File: src/hdl/ale_pkg.sv
// ----------------------------------------------------------------------------
// ale_pkg: shared types and constants for the array list engine
// Command and status codes, field widths, cell control struct.
// ----------------------------------------------------------------------------
`default_nettype none
package ale_pkg;
  localparam int unsigned CapacityDefault = 64;
  localparam int unsigned DataW = 32;
  localparam int unsigned CountW = 7;
  localparam int unsigned IndexW = 6;

  localparam logic [2:0] CMD_INSERT = 3'd0;
  localparam logic [2:0] CMD_REMOVE = 3'd1;
  localparam logic [2:0] CMD_SEARCH = 3'd2;
  localparam logic [2:0] CMD_SORT   = 3'd3;
  localparam logic [2:0] CMD_LIST   = 3'd4;

  localparam logic [1:0] ST_OK    = 2'd0;
  localparam logic [1:0] ST_BADPOS = 2'd1;
  localparam logic [1:0] ST_FULL  = 2'd2;
  localparam logic [1:0] ST_EMPTY = 2'd3;

  // per-cycle control broadcast to the cell row
  typedef struct packed {
    logic shift_up;    // cells above lo take left neighbor, cell lo takes ins_data
    logic shift_down;  // cells at/above lo take right neighbor
    logic load;        // with rotate: cell lo takes ins_data instead of right
    logic rotate;      // whole row rotates down by one
  } cell_ctrl_t;
endpackage
`default_nettype wire

File: src/hdl/ale_cell.sv
// ----------------------------------------------------------------------------
// ale_cell: one storage cell of the list row
// Holds one entry; moves data to or from its neighbors per broadcast control.
// ----------------------------------------------------------------------------
`default_nettype none
module ale_cell (
  input  wire                              clk,
  input  wire ale_pkg::cell_ctrl_t         ctrl,
  input  wire                              at_lo,
  input  wire                              above_lo,
  input  wire [ale_pkg::DataW-1:0]         left,
  input  wire [ale_pkg::DataW-1:0]         right,
  input  wire [ale_pkg::DataW-1:0]         ins_data,
  output logic [ale_pkg::DataW-1:0]        q
);
  always_ff @(posedge clk) begin
    if (ctrl.rotate) begin
      if (ctrl.load && at_lo) begin
        q <= ins_data;
      end else begin
        q <= right;
      end
    end else if (ctrl.shift_up && above_lo) begin
      q <= left;
    end else if (ctrl.shift_up && at_lo) begin
      q <= ins_data;
    end else if (ctrl.shift_down && (at_lo || above_lo)) begin
      q <= right;
    end
  end
endmodule
`default_nettype wire

File: src/hdl/array_list_engine.sv
// ----------------------------------------------------------------------------
// array_list_engine: positional list with insert/remove/search/sort/list
// Row of cells holding the entries, driven by a sequencer.
// ----------------------------------------------------------------------------
// channel | dir | fields
// s_axis  | in  | tdata: cmd[2:0] position[9:3] value[41:10], 48 bits
// m_axis  | out | tdata: status data found index entries; tlast: last
// Insert and rejected commands: word the cycle after accept. Remove: a full
// rotation of the row past cell 0 picks up the entry, then a shift closes
// the gap. Search: entries checked at cell 0 during a full rotation.
// Sort: two rotations per position (find minimum, write back) for N-1
// positions, then listing: one word per cycle over one rotation; m_axis
// stalls hold the rotation. Input ready only when idle with no word pending.
`default_nettype none
module array_list_engine #(
  parameter int unsigned CAPACITY = ale_pkg::CapacityDefault
) (
  input  wire         clk,
  input  wire         rst,
  input  wire         s_axis_tvalid,
  output logic        s_axis_tready,
  input  wire  [47:0] s_axis_tdata,   // cmd[2:0] position[9:3] value[41:10]
  output logic        m_axis_tvalid,
  input  wire         m_axis_tready,
  output logic [47:0] m_axis_tdata,   // status[1:0] data[33:2] found[34]
                                      // index[40:35] entries[47:41]
  output logic        m_axis_tlast    // last
);
  localparam int unsigned PW = (CAPACITY > 1) ? $clog2(CAPACITY) : 1;
  localparam logic [ale_pkg::CountW-1:0] CAP = ale_pkg::CountW'(CAPACITY);

  localparam logic [2:0] S_IDLE = 3'd0;
  localparam logic [2:0] S_SRCH = 3'd1;
  localparam logic [2:0] S_SCAN = 3'd2;
  localparam logic [2:0] S_LIST = 3'd3;
  localparam logic [2:0] S_OUT  = 3'd4;
  localparam logic [2:0] S_SWAP = 3'd5;
  localparam logic [2:0] S_RMV  = 3'd6;
  localparam logic [2:0] S_DROP = 3'd7;

  logic [2:0] state;
  logic [ale_pkg::CountW-1:0] count;
  logic [ale_pkg::CountW-1:0] ii;           // rotation counter
  logic [ale_pkg::CountW-1:0] sel_i, min_pos, rm_pos;
  logic [ale_pkg::DataW-1:0] key, ins_data, min_val, cur_val;
  logic [ale_pkg::DataW-1:0] q [CAPACITY];
  ale_pkg::cell_ctrl_t ctrl;
  logic [PW-1:0] lo;

  logic [2:0] cmd;
  logic [6:0] pos;
  logic [31:0] val;
  assign cmd = s_axis_tdata[2:0];
  assign pos = s_axis_tdata[9:3];
  assign val = s_axis_tdata[41:10];

  logic ov_empty;
  logic [1:0] o_status;
  logic [31:0] o_data;
  logic o_found;
  logic [5:0] o_index;
  logic o_last;

  assign s_axis_tready = (state == S_IDLE) && !m_axis_tvalid;
  logic acc;
  assign acc = s_axis_tvalid && s_axis_tready;
  logic list_go;
  assign list_go = (state == S_LIST) && (!m_axis_tvalid || m_axis_tready);

  // cell row
  for (genvar k = 0; k < CAPACITY; k++) begin : g_cell
    ale_cell u_cell (
      .clk(clk), .ctrl(ctrl),
      .at_lo(lo == PW'(k)), .above_lo(PW'(k) > lo),
      .left(q[(k + CAPACITY - 1) % CAPACITY]), .right(q[(k + 1) % CAPACITY]),
      .ins_data(ins_data), .q(q[k]));
  end

  // control to the row
  logic insert_ok;
  assign insert_ok = acc && cmd == ale_pkg::CMD_INSERT &&
                     pos <= count && count < CAP;
  always_comb begin
    ctrl = '0;
    lo = pos[PW-1:0];
    ins_data = val;
    if (insert_ok) begin
      ctrl.shift_up = 1'b1;
    end else if (state == S_DROP) begin
      lo = rm_pos[PW-1:0];
      ctrl.shift_down = 1'b1;
    end else if (state == S_SWAP) begin
      // entry ii leaves cell 0 into the top cell; replace it there
      lo = PW'(CAPACITY - 1);
      ctrl.rotate = 1'b1;
      ctrl.load = (ii == sel_i) || (ii == min_pos);
      ins_data = (ii == sel_i) ? min_val : cur_val;
    end else if ((state == S_SRCH) || (state == S_RMV) || (state == S_SCAN) ||
                 list_go) begin
      ctrl.rotate = 1'b1;
    end
  end

  // full rotations keep row order; remove of last entry on full row uses
  // wrap neighbor which is beyond count and never read
  always_ff @(posedge clk) begin
    if (rst) begin
      state <= S_IDLE;
      count <= '0;
      m_axis_tvalid <= 1'b0;
    end else begin
      if (m_axis_tvalid && m_axis_tready) m_axis_tvalid <= 1'b0;
      case (state)
        S_IDLE: begin
          if (acc) begin
            o_data <= '0; o_found <= 1'b0; o_index <= '0; o_last <= 1'b1;
            o_status <= ale_pkg::ST_OK;
            ii <= '0; key <= val; sel_i <= '0; rm_pos <= pos;
            case (cmd)
              ale_pkg::CMD_INSERT: begin
                m_axis_tvalid <= 1'b1;
                if (pos > count) o_status <= ale_pkg::ST_BADPOS;
                else if (count >= CAP) o_status <= ale_pkg::ST_FULL;
                else count <= count + 1'b1;
              end
              ale_pkg::CMD_REMOVE: begin
                if (pos >= count) begin
                  m_axis_tvalid <= 1'b1;
                  o_status <= ale_pkg::ST_BADPOS;
                end else begin
                  state <= S_RMV;
                end
              end
              ale_pkg::CMD_SEARCH: state <= S_SRCH;
              ale_pkg::CMD_SORT: state <= (count < 7'd2) ? S_LIST : S_SCAN;
              ale_pkg::CMD_LIST: state <= S_LIST;
              default: ;
            endcase
          end
        end
        S_SRCH: begin
          // cell 0 sees entries in order as the row rotates
          if (o_found == 1'b0 && ii < count && q[0] == key) begin
            o_found <= 1'b1;
            o_index <= ii[5:0];
          end
          ii <= ii + 1'b1;
          if (ii == CAP - 1'b1) begin
            m_axis_tvalid <= 1'b1;
            state <= S_IDLE;
          end
        end
        S_RMV: begin
          if (ii == rm_pos) o_data <= q[0];
          ii <= ii + 1'b1;
          if (ii == CAP - 1'b1) state <= S_DROP;
        end
        S_DROP: begin
          count <= count - 1'b1;
          m_axis_tvalid <= 1'b1;
          state <= S_IDLE;
        end
        S_SCAN: begin
          if (ii == sel_i) begin
            cur_val <= q[0];
            min_val <= q[0];
            min_pos <= sel_i;
          end else if (ii > sel_i && ii < count &&
                       $signed(q[0]) < $signed(min_val)) begin
            min_val <= q[0];
            min_pos <= ii;
          end
          ii <= (ii == CAP - 1'b1) ? '0 : ii + 1'b1;
          if (ii == CAP - 1'b1) state <= S_SWAP;
        end
        S_SWAP: begin
          if (ii == CAP - 1'b1) begin
            ii <= '0;
            sel_i <= sel_i + 1'b1;
            state <= (sel_i + 7'd2 >= count) ? S_LIST : S_SCAN;
          end else begin
            ii <= ii + 1'b1;
          end
        end
        S_LIST: begin
          if (list_go) begin
            m_axis_tvalid <= 1'b1;
            if (count == '0) begin
              o_status <= ale_pkg::ST_EMPTY; o_data <= '0; o_index <= '0;
              o_last <= 1'b1;
              state <= S_IDLE;
            end else if (ii < count) begin
              o_status <= ale_pkg::ST_OK; o_data <= q[0];
              o_index <= ii[5:0];
              o_last <= (ii + 1'b1 == count);
            end else begin
              m_axis_tvalid <= 1'b0;
            end
            ii <= ii + 1'b1;
            if (ii == CAP - 1'b1) state <= S_OUT;
          end
        end
        S_OUT: begin
          if (!m_axis_tvalid || m_axis_tready) state <= S_IDLE;
        end
        default: state <= S_IDLE;
      endcase
    end
  end

  assign ov_empty = 1'b0;
  assign m_axis_tdata = {count | {7{ov_empty}}, o_index, o_found, o_data, o_status};
  assign m_axis_tlast = o_last;
endmodule
`default_nettype wire
File: config.mk
export PLATFORM = sky130hd
export DESIGN_NAME = array_list_engine
export DESIGN_NICKNAME = d
export VERILOG_FILES = /design/src/hdl/ale_pkg.sv /design/src/hdl/ale_cell.sv /design/src/hdl/array_list_engine.sv
export SDC_FILE = /design/constraint.sdc
export NUM_CORES = 2
export LEC_CHECK = 0
export BUFFER_PORTS_ARGS = -buffer_cell sky130_fd_sc_hd__buf_4
export CORE_MARGIN = 5
export CORE_UTILIZATION = 50
export CTS_BUF_LIST = sky130_fd_sc_hd__clkbuf_4 sky130_fd_sc_hd__clkbuf_8 sky130_fd_sc_hd__clkbuf_16
export CTS_CLUSTER_DIAMETER = 40
export CTS_CLUSTER_SIZE = 30
export DETAILED_ROUTE_END_ITERATION = 12
export PLACE_DENSITY = 0.65
export SYNTH_ARGS = -nofsm -noshare
export SYNTH_HDL_FRONTEND = slang
export SYNTH_SLANG_ARGS = --single-unit
File: constraint.sdc
create_clock -name clk -period 7.65 [get_ports clk]
set_clock_uncertainty 0.2 [all_clocks]
set_input_delay 1.1475 -clock clk [delete_from_list [all_inputs] [get_ports clk]]
set_output_delay 1.1475 -clock clk [all_outputs]
set_load 0.02 [all_outputs]
==> run metrics <==
Routed Antenna Nets=0; Sequential cell area=66,700 um^2; switching power=0.01729 W; leakage power=44.40 nW; clock slew at reported path FFs=0.05 ns; WL/cell=32.22 um; hold_sp=s_axis_tdata[12]; max capacitance violation total=1; Most used DFF post-synth=edfxtp_1; sequential area share after synthesis=0.6068; Detail Placement HPWL=272,000 um; compound-gate portion of the synthesized area=0.1929; Initial Util=0.5013; arrival time at the worst endpoint=5.58 ns; Hold Fails Final Rpt=0; Gate power share=0.214; main combinational cell family by area after synthesis=compound AO/OA/AOI/OAI gates; Final period util=0.6847; actual slew at the worst max-slew pin=1.561 ns; CP Cell Sequence=buf_4 > and4b_1 > o211ai_1 > nor2_1 > nand3_2 > buf_4 > nand4_1 > buf_4 > a31o_2; WL final=415,900 um; Distinct cells, synth=84; first-pass GRT wire length=597,600 um; top cell type's share of synthesized area=0.6048; Syn Inst Count=9,932; Die Wd=478.9 um; Row Count=172; PwrDens=416.9 nW/um^2; final net count=9,871; async set-reset flop share out of synthesis=0; Vias=90.34k; switching share of total power=0.3276; worst r2r src=state[0]$_SDFFE_PP0P_; Mapped Nets=10.05k; CP max stage cell=a31o_2; core area=219,300 um^2; CTS Buf Count=352; # fillers=17.99k; Sequential Power Share=0.474; Clk network pwr share=0.312; vias in the first global route=85.76k; # H-tree levels=5; Area growth syn-to-layout=15.13%; Clk Tree Root Cell=clkbuf_16; final setup fails=0; PostCTS Resize Cnt=0; violated checks=capacitance limit, slew limit; Util after Layout=0.5772; Pint=0.03548 W; CP Buf/Inv Count=3; Slew HR=-0.04439; Peak VDD IR=0.0002733 V; post-synthesis adder-cell area fraction=0.007808; CP Launch Point=state[0]$_SDFFE_PP0P_; syn avg cell area=11.07 um^2; area of the multi-input gates=40,590 um^2; GR Overflow Total=0; layout cells sized above 1=0.1477; worst hold path class=input pin to flip-flop; DRT iter0 DRCs=14.49k; post-synthesis mux area share=0.04380; CP max FO=41; drt pass-1 iters=8; GPL Wtd Cong=0.9733; initial antenna violation count=19; CTS sink count=2,225; Post-Synth Simple-Gate Area=0.1053; dpl ws=1.981 ns; Max Slew Vio Count=4; CTS hold repair buffers=0; Max Root-Sink Buffers=4; gr usage total=0.3500; Mapped Area=109,900 um^2; CTS tree=built; slowest cell delay on critical path=0.96 ns; yosys warns=0; RSZ-0062 raised after global routing=false; critical path type=flip-flop to flip-flop; Die Height=478.9 um; EDFF count, synth=2,214; largest net degree at the start of global routing=98; setup ws final=2.412 ns; family with the most delay on the worst path=simple AND/OR/NAND/NOR gates; crit end category=flip-flop; Remaining DRCs=0; Synth Area in XOR/XNOR=0.005338; Final TNS setup=0 ns; Tmin final=5.238 ns; worst skew pair latency=1.00 ns; DR vias/cell=6.997; crit path launch type=flip-flop; outcome=finished with violations; CP dominant cell by count=buf_4; IO buf count=96; fmax=190.9 MHz; die footprint=229,300 um^2; num ports=103; Yosys reg bits=2,225; # Post-CTS Setup Buffers=0; Synth area leaders=edfxtp_1 (60%), nand2_1 (4.9%), mux2i_1 (4.1%), o21ai_0 (3.4%), nor2_1 (3.4%); largest area contributor in the synthesized netlist=edfxtp_1; critical path data required time=7.99 ns
[per-stage QoR]
step                      instance area [um^2]  hold slack (ns)  power (W)  std cells
final                                   126600           0.1831    0.05277      12910
after detailed placement                114500           0.3098    0.03597      12270
after global routing                    126500           0.1654    0.05448      12900
after CTS                               126500           0.1488    0.05236      12900
after global placement                  114500           0.3045    0.03553      12270
after floorplan                         109900           0.3090    0.03045       9932
[per-layer routing]
| metal | GRT usage | routed length [um] | vias to the layer above |
|---|---|---|---|
| met5 | 0 | 280 | - |
| li1 | - | - | 37650 |
| met2 | 0.5011 | 175100 | 6911 |
| met1 | 0.4787 | 153900 | 44470 |
| met4 | 0.1985 | 27840 | 16 |
| met3 | 0.1008 | 58810 | 1286 |
[state kept, by name (all words and copies together) (netlist names)]
signal and cells:
count 7, cur_val 32, g_cell.u_cell.q 2048, ii 7
key 32, m_axis_tlast 1, m_axis_tvalid 1, min_pos 7
min_val 32, o_data 32, o_found 1, o_index 6
o_status 2, rm_pos 7, sel_i 7, state 3
[cells in the mapped netlist (133+ instances only)]
master / n
o221a_2: 174
nor3_1: 133
mux2i_1: 454
a22oi_1: 363
o22ai_1: 475
edfxtp_1: 2214
clkbuf_1: 778
nor2_1: 987
a31oi_1: 252
o21ai_0: 756
a21oi_1: 584
a221o_1: 220
nand2_1: 1427
[final timing paths]
| path | endpoint | slack, ns | cells past startpoint |
|---|---|---|---|
| worst max register to register | g_cell[12].u_cell.q[24]$_DFFE_PP_ | 2.41 | 9 |
| worst min-delay path | key[2]$_DFFE_PP_ | 0.18 | 1 |
| worst max-delay path | g_cell[12].u_cell.q[24]$_DFFE_PP_ | 2.41 | 9 |
| worst min register to register | g_cell[26].u_cell.q[6]$_DFFE_PP_ | 0.31 | 2 |
[cells in the final DEF, fill, tap and decap left out, types with 35 or more instances in the layout]
| master | count |
|---|---|
| buf_4 | 425 |
| a221o_1 | 220 |
| a211oi_1 | 85 |
| clkinv_1 | 35 |
| inv_6 | 38 |
| a22oi_1 | 362 |
| o22ai_1 | 475 |
| mux2i_1 | 454 |
| o21ai_0 | 716 |
| o221a_2 | 174 |
| o211ai_1 | 45 |
| a31oi_1 | 219 |
| nor3_1 | 99 |
| edfxtp_1 | 2214 |
| a21oi_1 | 578 |
| nor2_1 | 971 |
| clkbuf_16 | 358 |
| inv_1 | 104 |
| bufinv_16 | 47 |
| nor3_2 | 36 |
| clkinvlp_4 | 43 |
| ha_1 | 67 |
| nand3_1 | 107 |
| nand2_1 | 1426 |
| xnor2_1 | 47 |
[cell families (layout without fill, tap and decap cells)]
group,Yosys count,after routing
AND/OR/NAND/NOR,2831,2831
XOR/XNOR,67,67
AO/OA/AOI/OAI,3196,3196
other,0,14
adder cells (fa/ha/maj),68,68
buffers and inverters,1067,1161
flip-flops,2225,2225
multiplexers,478,478
[layout make-up]
class	instances	area share
clock buffer	383	0.07226
sequential	2225	0.5270
timing repair buffer	427	0.02552
tap	2871	0.02838
antenna	14	0.0002768
inverter	105	0.003114
multi-input combinational	6640	0.3207
clock inverter	246	0.02273
[power groups by stage]
stage / clock network, W / registers, W / logic, W
2_1_floorplan: 0 / 0.0233 / 0.00717
3_3_place_gp: 0 / 0.0249 / 0.0106
3_5_place_dp: 0 / 0.0250 / 0.0110
4_1_cts: 0.0165 / 0.0248 / 0.0110
5_1_grt: 0.0171 / 0.0253 / 0.0121
6_report: 0.0165 / 0.0250 / 0.0113
Note: power is estimated with default switching activity, not from simulation.
